File: src/assert_macros.svh
// assertion macros used by the top-level rtl file
// depends on nothing; users provide clk and rst in scope
`ifndef ASSERT_MACROS_SVH
`define ASSERT_MACROS_SVH

// same-cycle implication, disabled during reset
`define ASSERT_NOW(label, ante, cons, msg) \
  label: assert property (@(posedge clk) disable iff (rst) (ante) |-> (cons)) else $error(msg);

// next-cycle implication, disabled during reset
`define ASSERT_NEXT(label, ante, cons, msg) \
  label: assert property (@(posedge clk) disable iff (rst) (ante) |=> (cons)) else $error(msg);

`endif

File: src/nmea_pkg.sv
// types, constants and helper functions for the nmea field extractor
// no dependencies; used by every module of the block
package nmea_pkg;

  localparam int LINE_CAPACITY = 128;
  localparam int CNT_W = $clog2(LINE_CAPACITY);
  localparam int LEN_W = 10;
  localparam int CFG_INDEX_W = 1;

  localparam logic [CFG_INDEX_W-1:0] REG_MIN_LEN = 1'b0;
  localparam logic [CFG_INDEX_W-1:0] REG_MAX_LEN = 1'b1;
  localparam logic [LEN_W-1:0] MIN_LEN_RESET = 10'd50;
  localparam logic [LEN_W-1:0] MAX_LEN_RESET = 10'd80;
  localparam logic [LEN_W-1:0] HEADER_LEN = 10'd6;

  localparam logic [1:0] HDR_NONE = 2'd0;
  localparam logic [1:0] HDR_RMC  = 2'd1;
  localparam logic [1:0] HDR_GGA  = 2'd2;
  localparam logic [1:0] HDR_BOTH = 2'd3;

  localparam logic [1:0] KIND_OTHER = 2'd0;
  localparam logic [1:0] KIND_RMC   = 2'd1;
  localparam logic [1:0] KIND_GGA   = 2'd2;

  localparam logic [7:0] CH_DOLLAR = 8'h24;
  localparam logic [7:0] CH_COMMA  = 8'h2C;
  localparam logic [7:0] CH_NL     = 8'h0A;
  localparam logic [7:0] CH_MINUS  = 8'h2D;
  localparam logic [7:0] CH_PLUS   = 8'h2B;
  localparam logic [7:0] CH_DOT    = 8'h2E;
  localparam logic [7:0] CH_S      = 8'h53;
  localparam logic [7:0] CH_W      = 8'h57;
  localparam logic [7:0] CH_ZERO   = 8'h30;
  localparam logic [7:0] CH_NINE   = 8'h39;

  localparam logic [47:0] RMC_TAG = "$GPRMC";
  localparam logic [47:0] GGA_TAG = "$GPGGA";

  localparam int ACC_L_W = 30;
  localparam int ACC_C_W = 27;
  localparam int MOD_W = 16;
  localparam logic [ACC_L_W-1:0] ACC_L_CAP = 30'd999999999;
  localparam logic [ACC_C_W-1:0] ACC_C_CAP = 27'd99999999;
  localparam int COURSE_MOD_I = 36000;
  localparam logic [MOD_W-1:0] COURSE_MOD = 16'd36000;
  localparam logic [MOD_W-1:0] COURSE_SAT = 16'd27999;
  localparam logic [26:0] LAT_CAP = 27'd99999999;
  localparam logic [23:0] CENTI_CAP = 24'd9999999;

  typedef logic [2:0][6:0] pairs_t;

  typedef struct packed {
    logic                 valid;
    logic                 stage;
    logic                 nl;
    logic                 restart;
    logic [4:0]           pos;
    logic [4:0]           fpos;
    logic [1:0]           hdr;
    logic [CNT_W-1:0]     cnt;
    logic [6:0]           cif;
    logic                 neg;
    logic [2:0]           frac;
    logic [ACC_L_W-1:0]   acc_l;
    logic [ACC_C_W-1:0]   acc_c;
    logic [MOD_W-1:0]     acc_m;
    logic [5:0][7:0]      text;
  } snap_t;

  typedef struct packed {
    logic                 time_ok;
    pairs_t               time_pairs;
    logic signed [27:0]   lat;
    logic                 ns;
    logic signed [30:0]   lon;
    logic                 ew;
    logic [23:0]          speed;
    logic [15:0]          course;
    logic                 date_ok;
    pairs_t               date_pairs;
    logic signed [24:0]   alt;
  } pend_t;

  typedef struct packed {
    logic                 valid;
    logic                 nl;
    logic [1:0]           hdr;
    logic [CNT_W-1:0]     cnt;
    logic [4:0]           fpos;
  } cmt_t;

  function automatic logic [7:0] tag_char(input logic [47:0] tag, input logic [2:0] p);
    tag_char = tag[8*(5-int'(p)) +: 8];
  endfunction

  function automatic logic is_digit(input logic [7:0] c);
    is_digit = (c >= CH_ZERO) && (c <= CH_NINE);
  endfunction

  function automatic logic [ACC_L_W-1:0] push_l(input logic [ACC_L_W-1:0] a,
                                               input logic [3:0] d);
    logic [ACC_L_W+3:0] t;
    t = ({4'b0, a} << 3) + ({4'b0, a} << 1) + {(ACC_L_W)'(0), d};
    push_l = (t > {4'b0, ACC_L_CAP}) ? ACC_L_CAP : t[ACC_L_W-1:0];
  endfunction

  function automatic logic [ACC_C_W-1:0] push_c(input logic [ACC_C_W-1:0] a,
                                               input logic [3:0] d);
    logic [ACC_C_W+3:0] t;
    t = ({4'b0, a} << 3) + ({4'b0, a} << 1) + {(ACC_C_W)'(0), d};
    push_c = (t > {4'b0, ACC_C_CAP}) ? ACC_C_CAP : t[ACC_C_W-1:0];
  endfunction

  // x below ten times the modulus plus ten
  function automatic logic [MOD_W-1:0] mod_push(input logic [MOD_W-1:0] m,
                                               input logic [3:0] d);
    logic [19:0] x;
    logic [19:0] r;
    x = ({4'b0, m} << 3) + ({4'b0, m} << 1) + {16'b0, d};
    r = x;
    for (int t = 1; t <= 10; t++) begin
      if (x >= 20'(t * COURSE_MOD_I)) begin
        r = x - 20'(t * COURSE_MOD_I);
      end
    end
    mod_push = r[MOD_W-1:0];
  endfunction

  function automatic logic [6:0] pair_value(input logic [7:0] a, input logic [7:0] b);
    logic [6:0] da;
    logic [6:0] db;
    da = {3'b0, a[3:0]};
    db = {3'b0, b[3:0]};
    if (!is_digit(a)) begin
      pair_value = 7'd0;
    end else if (!is_digit(b)) begin
      pair_value = da;
    end else begin
      pair_value = (da << 3) + (da << 1) + db;
    end
  endfunction

endpackage

File: src/nmea_line_parser.sv
// per-byte line state: header match, field count, number accumulation
// depends on nmea_pkg; emits a registered field snapshot per byte
module nmea_line_parser (
  input  logic                    clk,
  input  logic                    rst,
  input  logic                    en,
  input  logic                    a_valid,
  input  logic [7:0]              a_byte,
  output nmea_pkg::snap_t         snap
);

  logic [nmea_pkg::CNT_W-1:0]   cnt, cnt_next;
  logic [1:0]                   hm, hm_next;
  logic [4:0]                   fpos, fpos_next;
  logic [6:0]                   cif, cif_next;
  logic [nmea_pkg::ACC_L_W-1:0] acc_l, acc_l_next;
  logic [nmea_pkg::ACC_C_W-1:0] acc_c, acc_c_next;
  logic [nmea_pkg::MOD_W-1:0]   acc_m, acc_m_next;
  logic                         neg, neg_next;
  logic                         dot, dot_next;
  logic                         stop, stop_next;
  logic [2:0]                   frac, frac_next;
  logic [5:0][7:0]              text, text_next;
  nmea_pkg::snap_t              snap_next;

  logic                         restart, take, is_comma, is_nl;
  logic [nmea_pkg::CNT_W-1:0]   cnt_e;
  logic [1:0]                   hm_e, h;
  logic [4:0]                   fpos_e;
  logic [6:0]                   f_cif;
  logic [nmea_pkg::ACC_L_W-1:0] f_acc_l;
  logic [nmea_pkg::ACC_C_W-1:0] f_acc_c;
  logic [nmea_pkg::MOD_W-1:0]   f_acc_m;
  logic                         f_neg, f_dot, f_stop;
  logic [2:0]                   f_frac;
  logic [5:0][7:0]              f_text;

  always_comb begin
    restart  = (a_byte == nmea_pkg::CH_DOLLAR);
    is_comma = (a_byte == nmea_pkg::CH_COMMA);
    is_nl    = (a_byte == nmea_pkg::CH_NL);
    cnt_e    = restart ? '0 : cnt;
    hm_e     = restart ? nmea_pkg::HDR_NONE : hm;
    fpos_e   = restart ? '0 : fpos;
    f_cif    = restart ? '0 : cif;
    f_acc_l  = restart ? '0 : acc_l;
    f_acc_c  = restart ? '0 : acc_c;
    f_acc_m  = restart ? '0 : acc_m;
    f_neg    = restart ? 1'b0 : neg;
    f_dot    = restart ? 1'b0 : dot;
    f_stop   = restart ? 1'b0 : stop;
    f_frac   = restart ? '0 : frac;
    f_text   = restart ? '0 : text;
    take     = cnt_e < nmea_pkg::CNT_W'(nmea_pkg::LINE_CAPACITY - 1);
    h        = hm_e;
    cnt_next = cnt_e;
    fpos_next = fpos_e;

    if (take) begin
      if (cnt_e < nmea_pkg::CNT_W'(6)) begin
        if (cnt_e == '0) begin
          h = nmea_pkg::HDR_BOTH;
        end
        if (a_byte != nmea_pkg::tag_char(nmea_pkg::RMC_TAG, cnt_e[2:0])) begin
          h[0] = 1'b0;
        end
        if (a_byte != nmea_pkg::tag_char(nmea_pkg::GGA_TAG, cnt_e[2:0])) begin
          h[1] = 1'b0;
        end
      end
      if (is_comma) begin
        if (fpos_e != 5'd31) begin
          fpos_next = fpos_e + 5'd1;
        end
      end else begin
        if (f_cif < 7'd6) begin
          f_text[f_cif[2:0]] = a_byte;
        end
        if (!f_stop) begin
          if (f_cif == '0 && (a_byte == nmea_pkg::CH_MINUS ||
                              a_byte == nmea_pkg::CH_PLUS)) begin
            f_neg = (a_byte == nmea_pkg::CH_MINUS);
          end else if (nmea_pkg::is_digit(a_byte)) begin
            if (!f_dot || f_frac < 3'd4) begin
              f_acc_l = nmea_pkg::push_l(f_acc_l, a_byte[3:0]);
            end
            if (!f_dot || f_frac < 3'd2) begin
              f_acc_c = nmea_pkg::push_c(f_acc_c, a_byte[3:0]);
              f_acc_m = nmea_pkg::mod_push(f_acc_m, a_byte[3:0]);
            end
            if (f_dot && f_frac < 3'd4) begin
              f_frac = f_frac + 3'd1;
            end
          end else if (a_byte == nmea_pkg::CH_DOT && !f_dot) begin
            f_dot = 1'b1;
          end else begin
            f_stop = 1'b1;
          end
        end
        if (f_cif != 7'd127) begin
          f_cif = f_cif + 7'd1;
        end
      end
      cnt_next = cnt_e + nmea_pkg::CNT_W'(1);
    end
    hm_next = h;

    if (take && is_comma) begin
      cif_next   = '0;
      acc_l_next = '0;
      acc_c_next = '0;
      acc_m_next = '0;
      neg_next   = 1'b0;
      dot_next   = 1'b0;
      stop_next  = 1'b0;
      frac_next  = '0;
      text_next  = '0;
    end else begin
      cif_next   = f_cif;
      acc_l_next = f_acc_l;
      acc_c_next = f_acc_c;
      acc_m_next = f_acc_m;
      neg_next   = f_neg;
      dot_next   = f_dot;
      stop_next  = f_stop;
      frac_next  = f_frac;
      text_next  = f_text;
    end

    snap_next.valid   = a_valid;
    snap_next.stage   = (take && is_comma) || is_nl;
    snap_next.nl      = is_nl;
    snap_next.restart = restart;
    snap_next.pos     = fpos_e;
    snap_next.fpos    = fpos_next;
    snap_next.hdr     = hm_next;
    snap_next.cnt     = cnt_next;
    snap_next.cif     = f_cif;
    snap_next.neg     = f_neg;
    snap_next.frac    = f_frac;
    snap_next.acc_l   = f_acc_l;
    snap_next.acc_c   = f_acc_c;
    snap_next.acc_m   = f_acc_m;
    snap_next.text    = f_text;
  end

  always_ff @(posedge clk) begin
    if (rst) begin
      cnt   <= '0;
      hm    <= nmea_pkg::HDR_NONE;
      fpos  <= '0;
      cif   <= '0;
      acc_l <= '0;
      acc_c <= '0;
      acc_m <= '0;
      neg   <= 1'b0;
      dot   <= 1'b0;
      stop  <= 1'b0;
      frac  <= '0;
      text  <= '0;
      snap  <= '0;
    end else if (en) begin
      snap <= snap_next;
      if (a_valid) begin
        cnt   <= cnt_next;
        hm    <= hm_next;
        fpos  <= fpos_next;
        cif   <= cif_next;
        acc_l <= acc_l_next;
        acc_c <= acc_c_next;
        acc_m <= acc_m_next;
        neg   <= neg_next;
        dot   <= dot_next;
        stop  <= stop_next;
        frac  <= frac_next;
        text  <= text_next;
      end
    end
  end

endmodule

File: src/nmea_field_stage.sv
// converts a field snapshot to fixed point and stages it by position
// depends on nmea_pkg; feeds staged fields and line info to the commit
module nmea_field_stage (
  input  logic            clk,
  input  logic            rst,
  input  logic            en,
  input  nmea_pkg::snap_t snap,
  output nmea_pkg::pend_t pend,
  output nmea_pkg::cmt_t  cmt
);

  logic [13:0]           scale_l;
  logic [6:0]            scale_c;
  logic [43:0]           prod_l;
  logic [33:0]           prod_c;
  logic [26:0]           lat_mag;
  logic [29:0]           lon_mag;
  logic [23:0]           centi_mag;
  logic [nmea_pkg::MOD_W-1:0] m1, m2, cm, course;
  logic signed [27:0]    lat_v;
  logic signed [30:0]    lon_v;
  logic signed [24:0]    alt_v;
  logic [23:0]           speed_v;
  nmea_pkg::pairs_t      code;
  logic                  rmc, gga;
  nmea_pkg::pend_t       pend_next;
  nmea_pkg::cmt_t        cmt_next;

  always_comb begin
    case (snap.frac)
      3'd0:    scale_l = 14'd10000;
      3'd1:    scale_l = 14'd1000;
      3'd2:    scale_l = 14'd100;
      3'd3:    scale_l = 14'd10;
      default: scale_l = 14'd1;
    endcase
    case (snap.frac)
      3'd0:    scale_c = 7'd100;
      3'd1:    scale_c = 7'd10;
      default: scale_c = 7'd1;
    endcase
    prod_l = 44'(snap.acc_l) * 44'(scale_l);
    prod_c = 34'(snap.acc_c) * 34'(scale_c);

    lat_mag = (prod_l > 44'(nmea_pkg::LAT_CAP)) ? nmea_pkg::LAT_CAP : prod_l[26:0];
    lon_mag = (prod_l > 44'(nmea_pkg::ACC_L_CAP)) ? nmea_pkg::ACC_L_CAP : prod_l[29:0];
    lat_v = snap.neg ? -$signed({1'b0, lat_mag}) : $signed({1'b0, lat_mag});
    lon_v = snap.neg ? -$signed({1'b0, lon_mag}) : $signed({1'b0, lon_mag});

    centi_mag = (prod_c > 34'(nmea_pkg::CENTI_CAP)) ? nmea_pkg::CENTI_CAP : prod_c[23:0];
    speed_v = snap.neg ? '0 : centi_mag;
    alt_v = snap.neg ? -$signed({1'b0, centi_mag}) : $signed({1'b0, centi_mag});

    m1 = nmea_pkg::mod_push(snap.acc_m, 4'd0);
    m2 = nmea_pkg::mod_push(m1, 4'd0);
    case (snap.frac)
      3'd0:    cm = m2;
      3'd1:    cm = m1;
      default: cm = snap.acc_m;
    endcase
    if (prod_c >= 34'(nmea_pkg::ACC_C_CAP)) begin
      cm = nmea_pkg::COURSE_SAT;
    end
    course = (snap.neg && cm != '0) ? nmea_pkg::COURSE_MOD - cm : cm;

    code[0] = nmea_pkg::pair_value(snap.text[0], snap.text[1]);
    code[1] = nmea_pkg::pair_value(snap.text[2], snap.text[3]);
    code[2] = nmea_pkg::pair_value(snap.text[4], snap.text[5]);

    rmc = (snap.hdr == nmea_pkg::HDR_RMC);
    gga = (snap.hdr == nmea_pkg::HDR_GGA);

    pend_next = snap.restart ? '0 : pend;
    if (snap.stage) begin
      case (snap.pos)
        5'd1: begin
          pend_next.time_ok    = rmc && (snap.cif >= 7'd6);
          pend_next.time_pairs = rmc ? code : '0;
        end
        5'd3: pend_next.lat    = rmc ? lat_v : '0;
        5'd4: pend_next.ns     = rmc && (snap.text[0] == nmea_pkg::CH_S);
        5'd5: pend_next.lon    = rmc ? lon_v : '0;
        5'd6: pend_next.ew     = rmc && (snap.text[0] == nmea_pkg::CH_W);
        5'd7: pend_next.speed  = rmc ? speed_v : '0;
        5'd8: pend_next.course = rmc ? course : '0;
        5'd9: begin
          pend_next.date_ok    = rmc && (snap.cif == 7'd6);
          pend_next.date_pairs = rmc ? code : '0;
          pend_next.alt        = gga ? alt_v : '0;
        end
        default: ;
      endcase
    end

    cmt_next.valid = snap.valid;
    cmt_next.nl    = snap.nl;
    cmt_next.hdr   = snap.hdr;
    cmt_next.cnt   = snap.cnt;
    cmt_next.fpos  = snap.fpos;
  end

  always_ff @(posedge clk) begin
    if (rst) begin
      pend <= '0;
      cmt  <= '0;
    end else if (en) begin
      cmt <= cmt_next;
      if (snap.valid) begin
        pend <= pend_next;
      end
    end
  end

endmodule

File: src/nmea_rmc_gga_field_extractor.sv
// path: input register, parser snapshot, commit register, fix output register
// throughput: one byte per cycle; the pipeline holds only when a newline
// reaches the commit register while the previous result is still untaken
// reset: synchronous, clears line state, staged and held values to zero,
// length bounds to 50 and 80; no clearing pass
// top level over nmea_pkg, nmea_line_parser, nmea_field_stage, assert_macros.svh
`include "assert_macros.svh"

module nmea_rmc_gga_field_extractor (
  input  logic                              clk,
  input  logic                              rst,
  input  logic                              cfg_valid,
  output logic                              cfg_ready,
  input  logic [nmea_pkg::CFG_INDEX_W-1:0]  cfg_index,
  input  logic [nmea_pkg::LEN_W-1:0]        cfg_data,
  input  logic                              byte_valid,
  output logic                              byte_ready,
  input  logic [7:0]                        rx_byte,
  output logic                              fix_valid,
  input  logic                              fix_ready,
  output logic [1:0]                        sentence_kind,
  output logic signed [27:0]                latitude_e6,
  output logic signed [30:0]                longitude_e6,
  output logic [15:0]                       course_centideg,
  output logic [23:0]                       speed_centiknots,
  output logic signed [24:0]                altitude_cm,
  output logic [6:0]                        day_of_month,
  output logic [6:0]                        month_number,
  output logic [6:0]                        year_two_digit,
  output logic [6:0]                        hour_value,
  output logic [6:0]                        minute_value,
  output logic [6:0]                        second_value
);

  logic [nmea_pkg::LEN_W-1:0] min_len, max_len;
  logic                       a_valid;
  logic [7:0]                 a_byte;
  logic                       en, emit, len_ok, commit_rmc, commit_gga;
  logic [nmea_pkg::LEN_W-1:0] line_len;
  logic [1:0]                 kind_next;
  nmea_pkg::snap_t            snap;
  nmea_pkg::pend_t            pend;
  nmea_pkg::cmt_t             cmt;

  assign cfg_ready  = 1'b1;
  assign emit       = cmt.valid && cmt.nl;
  assign en         = !(fix_valid && !fix_ready && emit);
  assign byte_ready = en;

  always_ff @(posedge clk) begin
    if (rst) begin
      min_len <= nmea_pkg::MIN_LEN_RESET;
      max_len <= nmea_pkg::MAX_LEN_RESET;
    end else if (cfg_valid) begin
      if (cfg_index == nmea_pkg::REG_MIN_LEN) begin
        min_len <= cfg_data;
      end
      if (cfg_index == nmea_pkg::REG_MAX_LEN) begin
        max_len <= cfg_data;
      end
    end
  end

  always_ff @(posedge clk) begin
    if (rst) begin
      a_valid <= 1'b0;
      a_byte  <= '0;
    end else if (en) begin
      a_valid <= byte_valid;
      a_byte  <= rx_byte;
    end
  end

  nmea_line_parser u_parser (
    .clk     (clk),
    .rst     (rst),
    .en      (en),
    .a_valid (a_valid),
    .a_byte  (a_byte),
    .snap    (snap)
  );

  nmea_field_stage u_stage (
    .clk  (clk),
    .rst  (rst),
    .en   (en),
    .snap (snap),
    .pend (pend),
    .cmt  (cmt)
  );

  always_comb begin
    line_len   = nmea_pkg::LEN_W'(cmt.cnt);
    len_ok     = line_len >= nmea_pkg::HEADER_LEN && line_len >= min_len &&
                 line_len <= max_len;
    commit_rmc = len_ok && cmt.hdr == nmea_pkg::HDR_RMC && cmt.fpos >= 5'd6;
    commit_gga = len_ok && cmt.hdr == nmea_pkg::HDR_GGA && cmt.fpos >= 5'd14;
    if (commit_rmc) begin
      kind_next = nmea_pkg::KIND_RMC;
    end else if (commit_gga) begin
      kind_next = nmea_pkg::KIND_GGA;
    end else begin
      kind_next = nmea_pkg::KIND_OTHER;
    end
  end

  always_ff @(posedge clk) begin
    if (rst) begin
      fix_valid        <= 1'b0;
      sentence_kind    <= nmea_pkg::KIND_OTHER;
      latitude_e6      <= '0;
      longitude_e6     <= '0;
      course_centideg  <= '0;
      speed_centiknots <= '0;
      altitude_cm      <= '0;
      day_of_month     <= '0;
      month_number     <= '0;
      year_two_digit   <= '0;
      hour_value       <= '0;
      minute_value     <= '0;
      second_value     <= '0;
    end else if (en && emit) begin
      fix_valid     <= 1'b1;
      sentence_kind <= kind_next;
      if (commit_rmc) begin
        latitude_e6  <= pend.ns ? -pend.lat : pend.lat;
        longitude_e6 <= pend.ew ? -pend.lon : pend.lon;
        if (cmt.fpos >= 5'd8) begin
          course_centideg  <= pend.course;
          speed_centiknots <= pend.speed;
        end
        if (cmt.fpos >= 5'd9 && pend.time_ok && pend.date_ok) begin
          day_of_month   <= pend.date_pairs[0];
          month_number   <= pend.date_pairs[1];
          year_two_digit <= pend.date_pairs[2];
          hour_value     <= pend.time_pairs[0];
          minute_value   <= pend.time_pairs[1];
          second_value   <= pend.time_pairs[2];
        end
      end
      if (commit_gga) begin
        altitude_cm <= pend.alt;
      end
    end else if (fix_ready) begin
      fix_valid <= 1'b0;
    end
  end

  `ASSERT_NEXT(a_held_only_on_beat, !(en && emit), $stable(latitude_e6), "held value moved without a result")
  `ASSERT_NOW(a_stall_blocks_input, fix_valid && !fix_ready && emit, !byte_ready, "input taken while result blocked")
  `ASSERT_NOW(a_course_wrapped, 1'b1, course_centideg < nmea_pkg::COURSE_MOD, "course out of range")
  `ASSERT_NOW(a_kind_needs_length, commit_rmc || commit_gga, len_ok, "commit without accepted length")

endmodule

File: config.mk
export PLATFORM = sky130hd
export DESIGN_NAME = nmea_rmc_gga_field_extractor
export DESIGN_NICKNAME = d
export VERILOG_FILES = /design/src/nmea_pkg.sv /design/src/nmea_line_parser.sv /design/src/nmea_field_stage.sv /design/src/nmea_rmc_gga_field_extractor.sv
export VERILOG_INCLUDE_DIRS = /design/src /design/src/src
export SDC_FILE = /design/constraint.sdc
export NUM_CORES = 2
export LEC_CHECK = 0
export ABC_CLOCK_PERIOD_IN_PS = 9900
export BUFFER_PORTS_ARGS = -buffer_cell sky130_fd_sc_hd__buf_2
export CAP_MARGIN = 5
export CORE_ASPECT_RATIO = 0.5
export CORE_MARGIN = 2
export CORE_UTILIZATION = 58
export DETAILED_ROUTE_END_ITERATION = 16
export PLACE_DENSITY = 0.78
export SETUP_SLACK_MARGIN = 0.2
export SLEW_MARGIN = 0
export SYNTH_ARGS = -nofsm -noshare
export SYNTH_HDL_FRONTEND = slang
export SYNTH_SLANG_ARGS = --single-unit
File: constraint.sdc
create_clock -name clk -period 9.9 [get_ports clk]
set_input_delay 0.495 -clock clk [delete_from_list [all_inputs] [get_ports clk]]
set_output_delay 0.495 -clock clk [all_outputs]
set_load 0.1 [all_outputs]
==> impl_metrics.csv <==
group,metric,value,unit
detailed_routing,drt_iter0_drc,6824,
global_routing,antenna_found_initial,4,
global_routing,grt_pass1_vias,57533,
logic_synthesis,synth_edf_count,0,
placement,place_area,67200,µm²
clock_tree,insertion_delay,0.69,ns
final_layout,area_growth,14.5,%
clock_tree,numCtsBuffers,66,
placement,port_buffers,193,
placement,placedCellCount,9596,
worst_setup_path,crit_start,"u_parser.snap[121]",
final_layout,multi_input_area,45200,µm²
status,status,"finished clean",
logic_synthesis,synthXorXnorAreaFrac,3.96,%
worst_setup_path,cpMostUsedCell,"fa_1",
floorplan,initial_utilization,58.6,%
logic_synthesis,synthSimpleGateAreaFrac,21.1,%
floorplan,die_h,235,µm
floorplan,dieArea,109000,µm²
detailed_routing,drtAntennaViolNets,0,
final_layout,regArea,13800,µm²
logic_synthesis,synthCells,7866,
floorplan,num_rows,84,
worst_setup_path,regToRegStartpoint,"u_parser.snap[121]",
worst_setup_path,slowest_delay,0.57,ns
worst_setup_path,critPathMaxFanout,6,
logic_synthesis,synth_seq_area_share,22.3,%
placement,post-place-ws,-0.0404,ns
logic_synthesis,syn_area,61700,µm²
worst_setup_path,crit_path_start_kind,"register",
logic_synthesis,synth_cell_type_count,119,
logic_synthesis,synth_top_family_by_area,"compound AO/OA/AOI/OAI gates",
sta,tightest_slew,1.43,ns
hold_path,hp-class,"in2reg",
logic_synthesis,ys_warn_count,0,
placement,place_hpwl,150000,µm
final_layout,fillers,8832,
logic_synthesis,synth-seq-cells,687,
worst_setup_path,r2r_slack,0.23,ns
floorplan,ios,195,
clock_tree,clockBufferDepth,3,
worst_setup_path,slowest_stage,"fa_1",
sta,finalSetupViolations,0,
worst_setup_path,arrival,10.25,ns
sta,fin_crit,9.67,ns
clock_tree,cts.sink_count,687,
sta,fin_ws,0.232,ns
logic_synthesis,async_flop_share,0,%
worst_setup_path,critPathKind,"reg2reg",
power,p_per_area,96.9,nW/µm²
logic_synthesis,synth_area_per_cell,7.85,µm²
sta,hold_viol,0,
sta,fmax,0.103,GHz
detailed_routing,drcViolationCount,0,
logic_synthesis,synth-compound-area-share,23.0,%
final_layout,drive_gt1_share,14.0,%
global_routing,grt-ovfl-total,0,
global_routing,grt.total_usage,35.0,%
power,p_leak,32.6,nW
logic_synthesis,synth_flop_cell,"dfxtp_1",
floorplan,core,105000,µm²
hold_path,hold_path_startpoint,"cfg_data[3]",
clock_tree,hold_buffers,0,
global_routing,grt_max_degree,227,
logic_synthesis,synth_mux_area_share,1.42,%
sta,clock_skew,0.0471,ns
detailed_routing,post_drt_wl_per_cell,20.3,µm
global_routing,grt_pass1_wl,312000,µm
worst_setup_path,end_kind,"register",
logic_synthesis,synth_nets,8754,
detailed_routing,firstDrtPassIters,7,
sta,relSlewSlack,4.05,%
detailed_routing,drt-vias-per-instance,6.25,
clock_tree,cts_root_buffer,"clkbuf_16",
sta,fin_crit_sh,97.7,%
worst_setup_path,crit_required,10.48,ns
clock_tree,clk_pin_slew_worst_paths,0.07,ns
run,drv_cap,0,
final_layout,stdcell_area,70700,µm²
detailed_routing,wl,198000,µm
placement,gp_congestion,1.03,
clock_tree,cts_max_level,3,
power,totalPowerFinal,0.00685,W
sta,rsz0062_at_grt,"true",
detailed_routing,vias,60998,
clock_tree,cts_tree,"yes",
power,ir_worst_vdd,131,µV
logic_synthesis,synthAdderAreaFrac,22.2,%
sta,finalSetupTns,0,ns
sta,slew_violations,0,
final_layout,final_cell_count_no_fill,9759,
final_layout,fin_nets,9175,
floorplan,die_x,465,µm
registers in the layout, summed over array words and instances, names as in the netlist, 10 cells and up:
register          cells
longitude_e6         31
latitude_e6          28
min_len              10
u_parser.acc_c       27
altitude_cm          25
course_centideg      16
u_parser.text        48
max_len              10
u_parser.snap       155
u_stage.cmt          16
u_stage.pend        170
speed_centiknots     24
u_parser.acc_l       30
u_parser.acc_m       16
layout make-up:
| type | instances | area share (%) |
|---|---|---|
| Sequential cell | 687 | 19.5 |
| Clock buffer | 84 | 2.65 |
| Multi-Input combinational cell | 6203 | 63.9 |
| Timing Repair Buffer | 785 | 7.89 |
| Tap cell | 1419 | 2.51 |
| Inverter | 544 | 2.90 |
| Clock inverter | 34 | 0.706 |
| Antenna cell | 3 | 0.0106 |
where the power goes:
group | total [W] | switching (W) | internal, W
clock network | 0.00281 | 0.00123 | 0.00158
logic | 0.00124 | 0.000743 | 0.000498
registers | 0.00280 | 0.0000182 | 0.00278
total | 0.00685 | 0.00200 | 0.00486
synthesized netlist by cell type, drive strengths merged (59+ instances only):
master,count,share of area [%]
nand3,189,1.5
clkbuf,380,2.3
o31ai,59,0.72
a211oi,134,1.7
a21oi,684,5.6
ha,478,9.7
fa,386,13
dfxtp,687,22
nor3,124,1.0
xnor2,165,2.4
xor2,110,1.6
a21o,83,1.0
mux2i,74,1.2
a31oi,85,0.91
nor2,785,4.8
inv,538,3.3
nand2b,70,0.71
nand2,978,6.0
a22oi,91,1.1
o21ai,414,3.4
and2,282,2.9
and3,71,0.73
o211ai,70,0.87
nand4,59,0.60
cell families after synthesis:
logic type,count (synthesis)
XOR/XNOR,275
multiplexers,86
flip-flops,687
other,1
adder cells (fa/ha/maj),864
AND/OR/NAND/NOR,2808
buffers and inverters,977
AO/OA/AOI/OAI,2168
through the flow:
| stage | utilization (%) | hold WS, ns |
|---|---|---|
| 2_1_floorplan | - | 0.415 |
| 3_3_place_gp | 63.8 | 0.426 |
| 3_5_place_dp | 63.8 | 0.433 |
| 4_1_cts | 66.2 | 0.0401 |
| 5_1_grt | 67.1 | 0.0577 |
| 6_report | 67.1 | 0.0671 |
layer usage:
| layer | GRT usage [%] | vias up | wire length, µm |
|---|---|---|---|
| li1 | - | 28449 | - |
| met1 | 47.8 | 29274 | 82700 |
| met2 | 54.6 | 2816 | 88000 |
| met3 | 8.54 | 459 | 21400 |
| met4 | 10.4 | 0 | 5920 |
| met5 | 0 | - | 0 |
cell usage in the layout (no fill, tap or decap), types with 41 or more instances in the layout:
cell type / n
nand2_1: 966
nor2_1: 766
dfxtp_1: 683
a21oi_1: 659
buf_4: 574
inv_1: 531
ha_1: 467
fa_1: 381
o21ai_0: 374
and2_1: 273
buf_2: 192
nand3_1: 183
xnor2_1: 158
a211oi_1: 126
nor3_1: 114
xor2_1: 108
a22oi_1: 89
a21o_1: 81
a31oi_1: 75
mux2i_1: 73
nand2b_1: 70
and3_1: 68
o211ai_1: 68
clkbuf_16: 68
nand4_1: 59
o31ai_1: 53
nor2b_1: 46
a311oi_1: 46
a22o_1: 45
o22ai_1: 44
or3_1: 41
o21a_1: 41
path summary, 6_finish.rpt:
path | end | depth (start not counted)
setup reg to reg | u_stage.pend[112] | 44
setup / recovery | u_stage.pend[112] | 44
hold reg to reg | u_stage.pend[55] | 2
hold / removal | min_len[3] | 3
worst max-delay path, delay by kind of cell, from the launching register on:
kind	cells	cell delay, ns
muxes	2	0.61
AOI/OAI and AO/OA	15	2.60
DFF	1	0.34
and+or+nand+nor	14	2.14
adders and majority gates	8	3.47
buffers and inverters	5	0.43
what timing repair did:
action | 4_1_cts | 5_1_grt
cloned | 0 | 2
pin swaps | 2 | 81
resized for setup | 8 | 174
setup endpoints to repair | 15 | 49
setup buffers | 2 | 38
Note: power is estimated with default switching activity, not from simulation.
